==> config.mk <==
export PLATFORM = sky130hd
export DESIGN_NAME = char_lcd_nibble_sequencer_flat
export DESIGN_NICKNAME = d
export VERILOG_FILES = /design/src/hw/rtl/clns_pkg.sv /design/src/hw/rtl/clns_if.sv /design/src/hw/rtl/clns_wait.sv /design/src/hw/rtl/char_lcd_nibble_sequencer.sv /design/src/flat_wrapper.sv
export VERILOG_INCLUDE_DIRS = /design/src /design/src/hw/rtl
export SDC_FILE = /design/constraint.sdc
export NUM_CORES = 1
export LEC_CHECK = 0
export BUFFER_PORTS_ARGS = -buffer_cell sky130_fd_sc_hd__buf_2
export CORE_MARGIN = 10
export CORE_UTILIZATION = 33
export CTS_BUF_LIST = sky130_fd_sc_hd__clkbuf_4 sky130_fd_sc_hd__clkbuf_8
export CTS_CLUSTER_DIAMETER = 30
export CTS_CLUSTER_SIZE = 14
export DETAILED_ROUTE_END_ITERATION = 12
export PLACE_DENSITY_LB_ADDON = 0.15
export SLEW_MARGIN = 20
export SYNTH_ARGS = -nofsm -noshare
export SYNTH_HDL_FRONTEND = slang
export SYNTH_SLANG_ARGS = --single-unit
export TNS_END_PERCENT = 50
==> constraint.sdc <==
create_clock -name i_clk -period 6.82 [get_ports i_clk]
set_input_delay 0.341 -clock i_clk [delete_from_list [all_inputs] [get_ports i_clk]]
set_output_delay 0.341 -clock i_clk [all_outputs]
set_load 0.01 [all_outputs]
==> src/hw/rtl/char_lcd_nibble_sequencer_assert.svh <==
// ----------------------------------------------------------------------------
// char lcd nibble sequencer assertion macros
// shared concurrent assertion forms, clocked on i_clk, off while in reset
// ----------------------------------------------------------------------------
`ifndef CHAR_LCD_NIBBLE_SEQUENCER_ASSERT_SVH
`define CHAR_LCD_NIBBLE_SEQUENCER_ASSERT_SVH

// antecedent holds -> consequent in the same cycle
`define CLNS_ASSERT_NOW(label, ante, cons, msg) \
    label: assert property (@(posedge i_clk) disable iff (!i_rst_n) \
        (ante) |-> (cons)) else $error(msg);

// antecedent holds -> consequent in the next cycle
`define CLNS_ASSERT_NEXT(label, ante, cons, msg) \
    label: assert property (@(posedge i_clk) disable iff (!i_rst_n) \
        (ante) |=> (cons)) else $error(msg);

`endif

==> src/hw/rtl/clns_pkg.sv <==
// ----------------------------------------------------------------------------
// clns_pkg
// types, register codes and the microcode program of the lcd nibble sequencer
// ----------------------------------------------------------------------------
package clns_pkg;

    // request codes
    typedef enum logic [2:0] {
        CMD_INIT   = 3'd0,
        CMD_DATA   = 3'd1,
        CMD_WRITE  = 3'd2,
        CMD_CLEAR  = 3'd3,
        CMD_HOME   = 3'd4,
        CMD_CURSOR = 3'd5,
        CMD_GLYPH  = 3'd6
    } t_cmd;

    // configuration register indexes
    typedef enum logic [2:0] {
        CFG_LINE_ONE   = 3'd0,
        CFG_LINE_TWO   = 3'd1,
        CFG_LINE_THREE = 3'd2,
        CFG_LINE_FOUR  = 3'd3,
        CFG_CMD_WAIT   = 3'd4,
        CFG_DATA_WAIT  = 3'd5,
        CFG_CLEAR_WAIT = 3'd6,
        CFG_POWER_WAIT = 3'd7
    } t_cfg_idx;

    localparam int CFG_IDX_W  = 3;
    localparam int CFG_DATA_W = 16;

    typedef struct packed {
        logic [6:0]  line_one_base;
        logic [6:0]  line_two_base;
        logic [6:0]  line_three_base;
        logic [6:0]  line_four_base;
        logic [9:0]  command_wait_us;
        logic [9:0]  data_wait_us;
        logic [13:0] clear_wait_us;
        logic [15:0] power_up_wait_us;
    } t_cfg;

    // nibble source of a step
    typedef enum logic [1:0] {
        N_CONST = 2'd0,
        N_HI    = 2'd1,
        N_LO    = 2'd2
    } t_nsel;

    // hold time of a step
    typedef enum logic [3:0] {
        W_POWER  = 4'd0,
        W_SOFT   = 4'd1,
        W_REPEAT = 4'd2,
        W_FOUR   = 4'd3,
        W_STROBE = 4'd4,
        W_CMD    = 4'd5,
        W_DATA   = 4'd6,
        W_CLEAR  = 4'd7,
        W_HOME   = 4'd8
    } t_wsel;

    localparam int PC_W     = 5;
    localparam int PROG_LEN = 19;

    // routine entry points
    localparam logic [PC_W-1:0] ENT_INIT  = 5'd0;
    localparam logic [PC_W-1:0] ENT_DATA  = 5'd11;
    localparam logic [PC_W-1:0] ENT_CMD   = 5'd13;
    localparam logic [PC_W-1:0] ENT_CLEAR = 5'd15;
    localparam logic [PC_W-1:0] ENT_HOME  = 5'd17;

    localparam logic [7:0] CURSOR_CMD = 8'h80;
    localparam logic [1:0] GLYPH_CMD  = 2'b01;

    typedef struct packed {
        t_nsel           nsel;
        logic [3:0]      nconst;
        logic            strobe;
        t_wsel           wsel;
        logic            last;
        logic            jump;
        logic [PC_W-1:0] target;
    } t_uword;

    function automatic t_uword mk(input t_nsel nsel, input logic [3:0] nconst,
                                  input logic strobe, input t_wsel wsel,
                                  input logic last, input logic jump,
                                  input logic [PC_W-1:0] target);
        t_uword w;
        w.nsel   = nsel;
        w.nconst = nconst;
        w.strobe = strobe;
        w.wsel   = wsel;
        w.last   = last;
        w.jump   = jump;
        w.target = target;
        return w;
    endfunction

    // microcode program, one transfer per step
    function automatic t_uword ucode(input logic [PC_W-1:0] pc);
        t_uword w;
        case (pc)
            // init: power-up wait, three soft resets, 4-bit switch
            5'd0:  w = mk(N_CONST, 4'h0, 1'b0, W_POWER,  1'b0, 1'b0, ENT_INIT);
            5'd1:  w = mk(N_CONST, 4'h3, 1'b1, W_SOFT,   1'b0, 1'b0, ENT_INIT);
            5'd2:  w = mk(N_CONST, 4'h3, 1'b1, W_REPEAT, 1'b0, 1'b0, ENT_INIT);
            5'd3:  w = mk(N_CONST, 4'h3, 1'b1, W_REPEAT, 1'b0, 1'b0, ENT_INIT);
            5'd4:  w = mk(N_CONST, 4'h2, 1'b1, W_FOUR,   1'b0, 1'b0, ENT_INIT);
            // function set, display on, entry mode, then into clear
            5'd5:  w = mk(N_CONST, 4'h2, 1'b1, W_STROBE, 1'b0, 1'b0, ENT_INIT);
            5'd6:  w = mk(N_CONST, 4'h8, 1'b1, W_CMD,    1'b0, 1'b0, ENT_INIT);
            5'd7:  w = mk(N_CONST, 4'h0, 1'b1, W_STROBE, 1'b0, 1'b0, ENT_INIT);
            5'd8:  w = mk(N_CONST, 4'hC, 1'b1, W_CMD,    1'b0, 1'b0, ENT_INIT);
            5'd9:  w = mk(N_CONST, 4'h0, 1'b1, W_STROBE, 1'b0, 1'b0, ENT_INIT);
            5'd10: w = mk(N_CONST, 4'h6, 1'b1, W_CMD,    1'b0, 1'b1, ENT_CLEAR);
            // data byte
            5'd11: w = mk(N_HI,    4'h0, 1'b1, W_STROBE, 1'b0, 1'b0, ENT_INIT);
            5'd12: w = mk(N_LO,    4'h0, 1'b1, W_DATA,   1'b1, 1'b0, ENT_INIT);
            // command byte
            5'd13: w = mk(N_HI,    4'h0, 1'b1, W_STROBE, 1'b0, 1'b0, ENT_INIT);
            5'd14: w = mk(N_LO,    4'h0, 1'b1, W_CMD,    1'b1, 1'b0, ENT_INIT);
            // clear display
            5'd15: w = mk(N_CONST, 4'h0, 1'b1, W_STROBE, 1'b0, 1'b0, ENT_INIT);
            5'd16: w = mk(N_CONST, 4'h1, 1'b1, W_CLEAR,  1'b1, 1'b0, ENT_INIT);
            // return home
            5'd17: w = mk(N_CONST, 4'h0, 1'b1, W_STROBE, 1'b0, 1'b0, ENT_INIT);
            5'd18: w = mk(N_CONST, 4'h2, 1'b1, W_HOME,   1'b1, 1'b0, ENT_INIT);
            default: w = mk(N_CONST, 4'h0, 1'b0, W_STROBE, 1'b1, 1'b0, ENT_INIT);
        endcase
        return w;
    endfunction

endpackage

==> src/hw/rtl/clns_if.sv <==
// ----------------------------------------------------------------------------
// clns interfaces
// request and transfer channels of the lcd nibble sequencer
// ----------------------------------------------------------------------------
interface clns_in_if;
    logic       valid;
    logic       ready;
    logic [2:0] command;
    logic [7:0] value;
    logic [7:0] column;
    logic [2:0] row;
    logic [2:0] glyph;

    modport source (output valid, command, value, column, row, glyph, input ready);
    modport sink   (input valid, command, value, column, row, glyph, output ready);
endinterface

interface clns_out_if;
    logic        valid;
    logic        ready;
    logic        reg_select;
    logic [3:0]  nibble;
    logic        strobe_res;
    logic [15:0] wait_us;
    logic        last;

    modport source (output valid, reg_select, nibble, strobe_res, wait_us, last,
                    input ready);
    modport sink   (input valid, reg_select, nibble, strobe_res, wait_us, last,
                    output ready);
endinterface

==> src/hw/rtl/clns_wait.sv <==
// ----------------------------------------------------------------------------
// clns_wait
// hold time of one transfer: delay plus strobe width (none at power-up), saturated to 16 bits
// ----------------------------------------------------------------------------
module clns_wait
    import clns_pkg::*;
#(
    parameter int SOFT_RESET_WAIT_US   = 5000,
    parameter int RESET_REPEAT_WAIT_US = 1000,
    parameter int FOUR_BIT_WAIT_US     = 5000,
    parameter int HOME_WAIT_US         = 2000,
    parameter int STROBE_WIDTH_US      = 20
) (
    input  t_wsel       i_sel,
    input  t_cfg        i_cfg,
    output logic [15:0] o_wait_us
);

    localparam logic [16:0] L_STROBE = 17'(STROBE_WIDTH_US);
    localparam logic [16:0] L_SOFT   = 17'(SOFT_RESET_WAIT_US);
    localparam logic [16:0] L_REPEAT = 17'(RESET_REPEAT_WAIT_US);
    localparam logic [16:0] L_FOUR   = 17'(FOUR_BIT_WAIT_US);
    localparam logic [16:0] L_HOME   = 17'(HOME_WAIT_US);

    logic [16:0] w_extra;
    logic [16:0] w_sum;
    logic        w_use_strobe;

    always_comb begin
        w_use_strobe = 1'b1;
        unique case (i_sel)
            W_POWER: begin
                w_extra      = {1'b0, i_cfg.power_up_wait_us};
                w_use_strobe = 1'b0;
            end
            W_SOFT:   w_extra = L_SOFT;
            W_REPEAT: w_extra = L_REPEAT;
            W_FOUR:   w_extra = L_FOUR;
            W_STROBE: w_extra = '0;
            W_CMD:    w_extra = 17'(i_cfg.command_wait_us);
            W_DATA:   w_extra = 17'(i_cfg.data_wait_us);
            W_CLEAR:  w_extra = 17'(i_cfg.command_wait_us) + 17'(i_cfg.clear_wait_us);
            W_HOME:   w_extra = 17'(i_cfg.command_wait_us) + L_HOME;
            default:  w_extra = '0;
        endcase
        w_sum     = w_extra + (w_use_strobe ? L_STROBE : 17'd0);
        o_wait_us = w_sum[16] ? 16'hFFFF : w_sum[15:0];
    end

endmodule

==> src/hw/rtl/char_lcd_nibble_sequencer.sv <==
// ----------------------------------------------------------------------------
// char_lcd_nibble_sequencer
// microcoded 4-bit nibble sequencer for an hd44780-style character lcd
// ----------------------------------------------------------------------------
// Each accepted request starts a short routine in a microcode table; every
// step of the routine puts out one nibble transfer (rs level, d4..d7, strobe
// flag, hold time in us, last flag). Steps run at one per cycle while the
// transfer register is free. Each routine but init sends a high and a low
// nibble; init runs its setup steps, then the clear routine. The next
// request is taken in the cycle of the last step, so it can start as the
// last step of the one before fires. Requests with code 7 or a set-cursor
// row outside 1..4 are taken and produce no transfer. Hold times but the
// power-up wait add the strobe width; all saturate at 65535 us. The user
// must write configuration through a plain write port only while the block
// is idle; the block does not enforce this. No clearing pass follows reset.
module char_lcd_nibble_sequencer
    import clns_pkg::*;
#(
    parameter int SOFT_RESET_WAIT_US   = 5000,
    parameter int RESET_REPEAT_WAIT_US = 1000,
    parameter int FOUR_BIT_WAIT_US     = 5000,
    parameter int HOME_WAIT_US         = 2000,
    parameter int STROBE_WIDTH_US      = 20
) (
    input  logic                  i_clk,
    input  logic                  i_rst_n,
    input  logic                  i_cfg_we,
    input  logic [CFG_IDX_W-1:0]  i_cfg_index,
    input  logic [CFG_DATA_W-1:0] i_cfg_data,
    clns_in_if.sink               i_in,
    clns_out_if.source            o_out
);

    // configuration registers
    t_cfg r_cfg;

    // sequencer state
    logic            r_busy;
    logic [PC_W-1:0] r_pc;
    logic [7:0]      r_byte;
    logic            r_rs;

    // transfer register
    logic        r_out_valid;
    logic        r_out_rs;
    logic [3:0]  r_out_nibble;
    logic        r_out_strobe;
    logic [15:0] r_out_wait;
    logic        r_out_last;

    t_uword          w_uw;
    logic            w_adv;
    logic            w_in_ready;
    logic            w_in_fire;
    logic [3:0]      w_nibble;
    logic [15:0]     w_wait;
    logic [PC_W-1:0] w_pc_next;

    // request decode
    logic            w_start;
    logic [PC_W-1:0] w_entry;
    logic [7:0]      w_byte;
    logic            w_rs;
    logic [6:0]      w_base;
    logic            w_row_ok;

    assign w_uw       = ucode(r_pc);
    // a step fires when the transfer register is empty or being drained
    assign w_adv      = r_busy && (!r_out_valid || o_out.ready);
    // take the next request in the cycle of the final step
    assign w_in_ready = !r_busy || (w_adv && w_uw.last);
    assign w_in_fire  = i_in.valid && w_in_ready;
    assign w_pc_next  = w_uw.jump ? w_uw.target : r_pc + 1'b1;

    always_comb begin
        case (w_uw.nsel)
            N_HI:    w_nibble = r_byte[7:4];
            N_LO:    w_nibble = r_byte[3:0];
            default: w_nibble = w_uw.nconst;
        endcase
    end

    clns_wait #(
        .SOFT_RESET_WAIT_US   (SOFT_RESET_WAIT_US),
        .RESET_REPEAT_WAIT_US (RESET_REPEAT_WAIT_US),
        .FOUR_BIT_WAIT_US     (FOUR_BIT_WAIT_US),
        .HOME_WAIT_US         (HOME_WAIT_US),
        .STROBE_WIDTH_US      (STROBE_WIDTH_US)
    ) u_wait (
        .i_sel     (w_uw.wsel),
        .i_cfg     (r_cfg),
        .o_wait_us (w_wait)
    );

    // row base for set cursor
    always_comb begin
        w_row_ok = 1'b1;
        case (i_in.row)
            3'd1:    w_base = r_cfg.line_one_base;
            3'd2:    w_base = r_cfg.line_two_base;
            3'd3:    w_base = r_cfg.line_three_base;
            3'd4:    w_base = r_cfg.line_four_base;
            default: begin
                w_base   = '0;
                w_row_ok = 1'b0;
            end
        endcase
    end

    // dispatch: pick the routine entry and the byte it sends
    always_comb begin
        w_start = 1'b1;
        w_entry = ENT_CMD;
        w_byte  = i_in.value;
        w_rs    = 1'b0;
        unique case (i_in.command)
            CMD_INIT:   w_entry = ENT_INIT;
            CMD_DATA: begin
                w_entry = ENT_DATA;
                w_rs    = 1'b1;
            end
            CMD_WRITE:  w_entry = ENT_CMD;
            CMD_CLEAR:  w_entry = ENT_CLEAR;
            CMD_HOME:   w_entry = ENT_HOME;
            CMD_CURSOR: begin
                // address wraps at 8 bits
                w_byte  = CURSOR_CMD + {1'b0, w_base} + i_in.column;
                w_start = w_row_ok;
            end
            CMD_GLYPH:  w_byte = {GLYPH_CMD, i_in.glyph, 3'b000};
            default:    w_start = 1'b0;   // unused code, no transfer
        endcase
    end

    // sequencer; a new request overrides the step that ends the routine
    always_ff @(posedge i_clk) begin
        if (!i_rst_n) begin
            r_busy <= 1'b0;
            r_pc   <= ENT_INIT;
        end else if (w_in_fire) begin
            r_busy <= w_start;
            r_pc   <= w_entry;
        end else if (w_adv) begin
            r_pc <= w_pc_next;
            if (w_uw.last) begin
                r_busy <= 1'b0;
            end
        end
    end

    always_ff @(posedge i_clk) begin
        if (w_in_fire) begin
            r_byte <= w_byte;
            r_rs   <= w_rs;
        end
    end

    // transfer register
    always_ff @(posedge i_clk) begin
        if (!i_rst_n) begin
            r_out_valid <= 1'b0;
        end else if (w_adv) begin
            r_out_valid <= 1'b1;
        end else if (o_out.ready) begin
            r_out_valid <= 1'b0;
        end
    end

    always_ff @(posedge i_clk) begin
        if (w_adv) begin
            r_out_rs     <= r_rs;
            r_out_nibble <= w_nibble;
            r_out_strobe <= w_uw.strobe;
            r_out_wait   <= w_wait;
            r_out_last   <= w_uw.last;
        end
    end

    // configuration writes keep each register's own low bits
    always_ff @(posedge i_clk) begin
        if (!i_rst_n) begin
            r_cfg.line_one_base    <= 7'd0;
            r_cfg.line_two_base    <= 7'd64;
            r_cfg.line_three_base  <= 7'd16;
            r_cfg.line_four_base   <= 7'd80;
            r_cfg.command_wait_us  <= 10'd42;
            r_cfg.data_wait_us     <= 10'd46;
            r_cfg.clear_wait_us    <= 14'd2000;
            r_cfg.power_up_wait_us <= 16'd15000;
        end else if (i_cfg_we) begin
            unique case (t_cfg_idx'(i_cfg_index))
                CFG_LINE_ONE:   r_cfg.line_one_base    <= i_cfg_data[6:0];
                CFG_LINE_TWO:   r_cfg.line_two_base    <= i_cfg_data[6:0];
                CFG_LINE_THREE: r_cfg.line_three_base  <= i_cfg_data[6:0];
                CFG_LINE_FOUR:  r_cfg.line_four_base   <= i_cfg_data[6:0];
                CFG_CMD_WAIT:   r_cfg.command_wait_us  <= i_cfg_data[9:0];
                CFG_DATA_WAIT:  r_cfg.data_wait_us     <= i_cfg_data[9:0];
                CFG_CLEAR_WAIT: r_cfg.clear_wait_us    <= i_cfg_data[13:0];
                CFG_POWER_WAIT: r_cfg.power_up_wait_us <= i_cfg_data;
            endcase
        end
    end

    assign i_in.ready       = w_in_ready;
    assign o_out.valid      = r_out_valid;
    assign o_out.reg_select = r_out_rs;
    assign o_out.nibble     = r_out_nibble;
    assign o_out.strobe_res = r_out_strobe;
    assign o_out.wait_us    = r_out_wait;
    assign o_out.last       = r_out_last;

    `include "char_lcd_nibble_sequencer_assert.svh"

    // a request is only taken when no routine is left mid-way
    `CLNS_ASSERT_NOW(a_accept_idle, w_in_fire, !r_busy || (w_adv && w_uw.last), "request taken while routine running")
    // the final step ends the routine unless a new request starts
    `CLNS_ASSERT_NEXT(a_last_ends, w_adv && w_uw.last && !w_in_fire, !r_busy, "routine ran past its last step")
    // the step counter stays inside the program
    `CLNS_ASSERT_NOW(a_pc_range, r_busy, r_pc < PC_W'(PROG_LEN), "step counter outside program")

endmodule
==> src/flat_wrapper.sv <==
// flat-port wrapper written by rule: the top's interface ports become plain ports
module char_lcd_nibble_sequencer_flat import clns_pkg::*;
#(
    parameter int SOFT_RESET_WAIT_US   = 5000,
    parameter int RESET_REPEAT_WAIT_US = 1000,
    parameter int FOUR_BIT_WAIT_US     = 5000,
    parameter int HOME_WAIT_US         = 2000,
    parameter int STROBE_WIDTH_US      = 20
)
  (i_clk, i_rst_n, i_cfg_we, i_cfg_index, i_cfg_data, i_in_valid, i_in_command, i_in_value, i_in_column, i_in_row, i_in_glyph, i_in_ready, o_out_valid, o_out_reg_select, o_out_nibble, o_out_strobe_res, o_out_wait_us, o_out_last, o_out_ready);
  clns_in_if i_in_i ();
  clns_out_if o_out_i ();
  input  logic i_clk;
  input  logic i_rst_n;
  input  logic i_cfg_we;
  input  logic [CFG_IDX_W-1:0] i_cfg_index;
  input  logic [CFG_DATA_W-1:0] i_cfg_data;
  input wire logic [$bits(i_in_i.valid)-1:0] i_in_valid;
  input wire logic [$bits(i_in_i.command)-1:0] i_in_command;
  input wire logic [$bits(i_in_i.value)-1:0] i_in_value;
  input wire logic [$bits(i_in_i.column)-1:0] i_in_column;
  input wire logic [$bits(i_in_i.row)-1:0] i_in_row;
  input wire logic [$bits(i_in_i.glyph)-1:0] i_in_glyph;
  output wire logic [$bits(i_in_i.ready)-1:0] i_in_ready;
  output wire logic [$bits(o_out_i.valid)-1:0] o_out_valid;
  output wire logic [$bits(o_out_i.reg_select)-1:0] o_out_reg_select;
  output wire logic [$bits(o_out_i.nibble)-1:0] o_out_nibble;
  output wire logic [$bits(o_out_i.strobe_res)-1:0] o_out_strobe_res;
  output wire logic [$bits(o_out_i.wait_us)-1:0] o_out_wait_us;
  output wire logic [$bits(o_out_i.last)-1:0] o_out_last;
  input wire logic [$bits(o_out_i.ready)-1:0] o_out_ready;
  assign i_in_i.valid = i_in_valid;
  assign i_in_i.command = i_in_command;
  assign i_in_i.value = i_in_value;
  assign i_in_i.column = i_in_column;
  assign i_in_i.row = i_in_row;
  assign i_in_i.glyph = i_in_glyph;
  assign i_in_ready = i_in_i.ready;
  assign o_out_valid = o_out_i.valid;
  assign o_out_reg_select = o_out_i.reg_select;
  assign o_out_nibble = o_out_i.nibble;
  assign o_out_strobe_res = o_out_i.strobe_res;
  assign o_out_wait_us = o_out_i.wait_us;
  assign o_out_last = o_out_i.last;
  assign o_out_i.ready = o_out_ready;
  char_lcd_nibble_sequencer #(.SOFT_RESET_WAIT_US(SOFT_RESET_WAIT_US), .RESET_REPEAT_WAIT_US(RESET_REPEAT_WAIT_US), .FOUR_BIT_WAIT_US(FOUR_BIT_WAIT_US), .HOME_WAIT_US(HOME_WAIT_US), .STROBE_WIDTH_US(STROBE_WIDTH_US)) u_core (.i_clk(i_clk), .i_rst_n(i_rst_n), .i_cfg_we(i_cfg_we), .i_cfg_index(i_cfg_index), .i_cfg_data(i_cfg_data), .i_in(i_in_i), .o_out(o_out_i));
endmodule
# Yosys cells after proc, flatten, opt, wreduce, memory -nomap -nowiden
# Memory sizes are Yosys's and may differ from the RTL's. A register that Yosys moved wholly into a read port is not among the register bits.
# Index checks and enable logic that the tools add are counted.
# Widths: inputs -> output; s select.
dict set report word_totals {
  elab_cells 95
  inputBits 49
  ff_bits 117
  romBits 544
  out_inout_bits 25
  mem_count 1
}
dict set report op_classes {
  addsub 6
  n_mux 19
  reduce_logical 25
  n_eq_ne 26
}
# memory words word_bits rd rd_clocked_by_memory_dff write_ports line
set mem_list {}
lappend mem_list {{(name not given)} 32 17 1 1 0 clns_pkg.sv:105} ;# case (pc)
# op n
set op_table {}
lappend op_table {{$pmux 17 s7} 1}
lappend op_table {{$mux 5} 6}
lappend op_table {{$pmux 7 s4} 1}
lappend op_table {{$eq 3x3->1 const B} 8}
lappend op_table {{$pmux 5 s4} 1}
lappend op_table {{$eq 3x2->1 const B} 6}
lappend op_table {{$reduce_and 2->1} 9}
lappend op_table {{$add 17x5->17} 1}
lappend op_table {{$pmux 8 s2} 1}
lappend op_table {{$add 10x14->15} 1}
lappend op_table {{$add 10x11->12 const B} 1}
lappend op_table {{$eq 4x3->1 const B} 3}
lappend op_table {{$eq 3x1->1 const B} 3}
lappend op_table {{$add 8x7->8 const A} 1}
lappend op_table {{$add 8x8->8} 1}
lappend op_table {{$eq 4x2->1 const B} 2}
lappend op_table {{$pmux 4 s2} 1}
lappend op_table {{$mux 1} 7}
lappend op_table {{$logic_not 3->1} 2}
lappend op_table {{$reduce_bool 2->1} 3}
lappend op_table {{$reduce_or 6->1} 1}
lappend op_table {{$add 5x1->5 const B} 1}
lappend op_table {{$eq 4x1->1 const B} 1}
lappend op_table {{$eq 4x4->1 const B} 1}
lappend op_table {{other kinds (9)} 13}

# Longest topological paths before layout
dict set report logic_depth {
  word_depth 9
  mapped_depth 16
  mapped_depth_nobuf 16
}

# By module
# From an unflattened synthesis, not the netlist that was laid out.
dict set report hier_totals {
  cells_unflattened 897
  area_unflattened_um2 7430.9
}
# mod cells_each n_inst area_per_inst_um2 seq_area_each_um2
set by_module_without_submodules {}
lappend by_module_without_submodules {char_lcd_nibble_sequencer 639 1 5704.2 2922.8}
lappend by_module_without_submodules {clns_wait 258 1 1726.7 0.0}

# Worst setup path after synthesis
# Ideal clock, no wire load.
dict set report synth_timing {
  kind {register to register}
  start {reg, netlist name u_core.w_uw[9]}
  end {reg u_core.r_out_wait[15], in the netlist u_core.o_out.wait_us[15] (data pin)}
  path_buffers 2
  t_arrival_ns 3.046
  path_stages_with_launch 15
  required_ns 6.561
  slack_ns 3.514
  setup_ns 0.259
  period_less_slack_ns 3.306
  path_cell_list {dfxtp_1 > clkbuf_1 > clkbuf_1 > nor2_1 > a22o_1 > a221oi_1 > o21ai_0 > ha_1 > nand2_1 > or2_2 > o221ai_1 > and3b_1 > and4b_1 > nand3b_1 > mux2i_1}
}
dict set report synth_between {
  elab_chain_cells 4
  elab_cells_between_ends 12
  cone_classes {1 x add/sub; 7 x eq/ne; 2 x mux; 2 x reduce/logical}
}
# element line
set synth_lines {}
lappend synth_lines {{$eq 4x2->1 / $eq 4x1->1 (equally long branches)} clns_wait.sv:31} ;# unique case (i_sel)
lappend synth_lines {{$reduce_or 2->1 (no source line)} --}
lappend synth_lines {{$pmux 17 s7} clns_wait.sv:31}
lappend synth_lines {{$add 17x5->17 *} clns_wait.sv:46} ;# w_sum = w_extra + (w_use_strobe ? L_STROBE : 17'd0);
lappend synth_lines {{end signal, assigned} char_lcd_nibble_sequencer.sv:174} ;# r_out_wait <= w_wait;
lappend synth_lines {{end, declared} char_lcd_nibble_sequencer.sv:48} ;# logic [15:0] r_out_wait;
# Mark *: on every way between the ends. The rest lies on a longest branch, timed or not.
# A chain may end at the register's enable or synchronous reset.

# Worst setup path in the final report
dict set report layout_timing {
  start {reg, netlist name u_core.w_uw[8]}
  end {reg u_core.r_out_wait[15], in the netlist u_core.o_out.wait_us[15] (data pin)}
}
dict set report layout_between {
  elab_chain_cells 4
  elab_cells_between_ends 12
  cone_classes {1 x add/sub; 7 x eq/ne; 2 x mux; 2 x reduce/logical}
}
# element line
set layout_lines {}
lappend layout_lines {{$eq 4x2->1 / $eq 4x1->1 (equally long branches)} clns_wait.sv:31}
lappend layout_lines {{$reduce_or 2->1 (no source line)} --}
lappend layout_lines {{$pmux 17 s7} clns_wait.sv:31}
lappend layout_lines {{$add 17x5->17 *} clns_wait.sv:46}
# Marks and branches as above.

==> summary.md <==
| Metric | Value |
|---|---|
| GRT Total Usage | 0.1397 |
| Synth warn | 0 |
| Placer Congestion | 0.8208 |
| Fin cells | 1192 |
| Post-synth EDFFs | 32 |
| Ranking of synthesized cells by area | dfxtp_1 28%, edfxtp_1 14%, nand2_1 11% |
| Unrepaired setup endpoints after global routing | no |
| Hold WS | 126.1 ps |
| Ys flop type | dfxtp_1 |
| CTS max path bufs | 2 |
| Sw Share | 0.3010 |
| Share of post-route cells with drive strength above 1 | 0.1418 |
| Reg clk slew, reported paths | 80 ps |
| Endpoints failing setup | 0 |
| Congestion Overflow GR | 0 |
| Peak supply drop | 118.3 uV |
| Post-Syn Instances | 849 |
| Clk pwr share | 0.369 |
| Initial Utilization | 0.3357 |
| Skew final | 16.54 ps |
| Die height | 166.5 um |
| Initial antenna violation count | 0 |
| Iteration-0 DRC Markers | 475 |
| CTS H-tree depth | 4 |
| Setup total negative slack | 0 ps |
| Fmax | 0.2693 GHz |
| WL final | 19710 um |
| Placed Cells | 1160 |
| Cell Int Power | 1341 uW |
| Async set-reset flop share out of synthesis | 0 |
| DIE AREA | 27710 um^2 |
| Worst setup margin | 3107 ps |
| Number of global-route vias before repair | 5971 |
| CP top delay family | simple AND/OR/NAND/NOR gates |
| Worst setup EP type | register |
| Status | finished, final reports clean |
| Clock Sinks | 130 |
| Sequential share of power | 0.453 |
| Cts repair resizes | 0 |
| Largest net degree at the start of global routing | 57 |
| Crit-path cells | nor2_1 -> a22o_1 -> a221oi_1 -> o21ai_0 -> ha_1 -> nand2_1 -> or2_2 -> o221ai_1 -> and3b_1 -> and4b_1 -> nand3b_1 -> mux2i_1 |
| Detailed Routing Iterations Pass 1 | 7 |
| First-pass GRT wire length | 32070 um |
| Num ports | 74 |
| Crit-path max FO | 19 |
| Final Hold Fails | 0 |
| Measured slew at the worst slew-check pin | 1057 ps |
| CORE AREA | 21090 um^2 |
| Via Count | 6187 |
| Synth cell types | 83 |
| Most frequent cell after synthesis | nand2_1 |
| Pre-CTS WS | 3165 ps |
| CP Buf/Inv Count | 0 |
| Startpoint types | register |
| Num rows | 53 |
| Clk Tree Root Cell | clkbuf_8 |
| Synth area leader | dfxtp_1 |
| Most frequent cells after synthesis | 206 x nand2_1, 98 x dfxtp_1, 88 x a21oi_1 |
| Crit path DAT | 3910 ps |
| Synth top area share | 0.2771 |
| DP HPWL | 14540 um |
| Area Growth Syn to Fin | 13.79% |
| Die width | 166.5 um |
| Seq/Total Area, Yosys | 0.4129 |
| DR DRC count | 0 |
| Critical Path Max Stage Delay | 700 ps |
| Tmin final | 3713 ps |
| Avg WL per Cell | 16.54 um |
| Slowest-stage cell, CP | dfxtp_1 |
| ANT nets after route | 0 |
| Fin crit share | 0.5444 |
| Worst-Skew Late Latency | 450 ps |
| Post-CTS Repair Setup Buffers | 0 |
| Syn avg cell area | 8.338 um^2 |
| Syn nets | 924 |
| Critical path type | reg2reg |
| ANT cells | 0 |
| Mapped cell area | 7079 um^2 |
| FF+latch count, synth | 130 |
| Lkg Pwr | 0.003179 uW |
| IO Port Bufs | 73 |
| Hold crit path type | in2reg |
| Total CTS buffers | 17 |
| CTS Hold Bufs | 0 |
| Psw | 577.4 uW |
| Nets | 979 |
| Vias/cell | 5.190 |
| Max Cap Viol | 0 |
| Slew HR | 0.2768 |
| Layout Utilization | 0.3820 |
| Pins over their slew limit | 0 |
| Gate power share | 0.178 |
| WP data required | 7020 ps |
| TritonCTS clock tree | yes |
| PwrDens | 238.1 nW/um^2 |
registers in the layout, summed over array words and instances, names as in the netlist:
register                 cells
u_core.o_out.last            1
u_core.o_out.nibble          4
u_core.o_out.reg_select      1
u_core.o_out.strobe_res      1
u_core.o_out.valid           1
u_core.o_out.wait_us        16
u_core.r_busy                1
u_core.r_byte                8
u_core.r_cfg                78
u_core.r_pc                  5
u_core.r_rs                  1
u_core.w_uw                 13
power by group through the flow:
stage	registers, uW	logic, uW	clock network [uW]
after detailed placement	887	340	0
after floorplan	878	245	0
after CTS	869	343	728
final	869	341	709
after global placement	886	341	0
after global routing	875	383	756
stage by stage:
step / cell area [um^2] / power, uW
final: 8055 / 1918
after detailed placement: 7635 / 1228
after global routing: 8055 / 2014
after global placement: 7635 / 1227
after floorplan: 7079 / 1123
after CTS: 8055 / 1940
cells in the final DEF, fill, tap and decap left out, drive strengths merged, types with 5 or more instances in the layout:
cell type	netlist	routed
and2	7	7
a31oi	5	5
buf	6	77
nor2b	13	13
a21oi	88	88
o211ai	7	7
ha	24	24
inv	20	24
clkinv	1	7
mux2i	13	13
nand4	5	5
nor3	15	15
nand2	206	206
nor2	43	43
a22oi	16	16
edfxtp	32	32
o21a	5	5
a22o	5	5
a21o	6	6
clkbuf	35	18
o21ai	32	32
nand2b	19	19
nand3	33	33
xor2	5	5
dfxtp	98	98
o22ai	7	7
xnor2	15	15
a211oi	8	8
cell type report:
| cell class | count | area, um^2 |
|---|---|---|
| Clock buffer | 18 | 241.5 |
| Sequential cell | 130 | 2923 |
| Clock inverter | 14 | 178.9 |
| Inverter | 21 | 78.83 |
| Tap cell | 275 | 344.1 |
| Fill cell | 2247 | 13030 |
| Timing Repair Buffer | 77 | 395.4 |
| Multi-Input combinational cell | 657 | 3894 |
worst paths after layout:
kind                        start                        to  slack [ps]  depth (start not counted)
setup / recovery   u_core.w_uw[8]  u_core.o_out.wait_us[15]        3110                         12
hold / removal     i_cfg_data[11]          u_core.r_cfg[11]         130                          3
setup reg to reg   u_core.w_uw[8]  u_core.o_out.wait_us[15]        3110                         12
hold reg to reg   u_core.w_uw[11]   u_core.o_out.strobe_res         410                          0
cell families after synthesis:
family / after synthesis / synth area share
XOR/XNOR: 20 / 0.02474
adder cells (fa/ha/maj): 26 / 0.04807
AND/OR/NAND/NOR: 375 / 0.2503
buffers and inverters: 62 / 0.03711
flip-flops: 130 / 0.4129
AO/OA/AOI/OAI: 221 / 0.2054
multiplexers: 15 / 0.02156
layer usage:
metal  wire [um]  vias to the layer above  GRT usage
li1            -                     3141          -
met1       10190                     2920     0.1992
met2        8597                      109     0.2088
met3         663                       17    0.02401
met4         258                        0    0.04429
met5           0                        -          0
tightest hold or removal path: stages:
cell,delay [ps]
buf_2,80
nand2_1,40
nand3_1,70
Power figures use the tool's default switching activity.
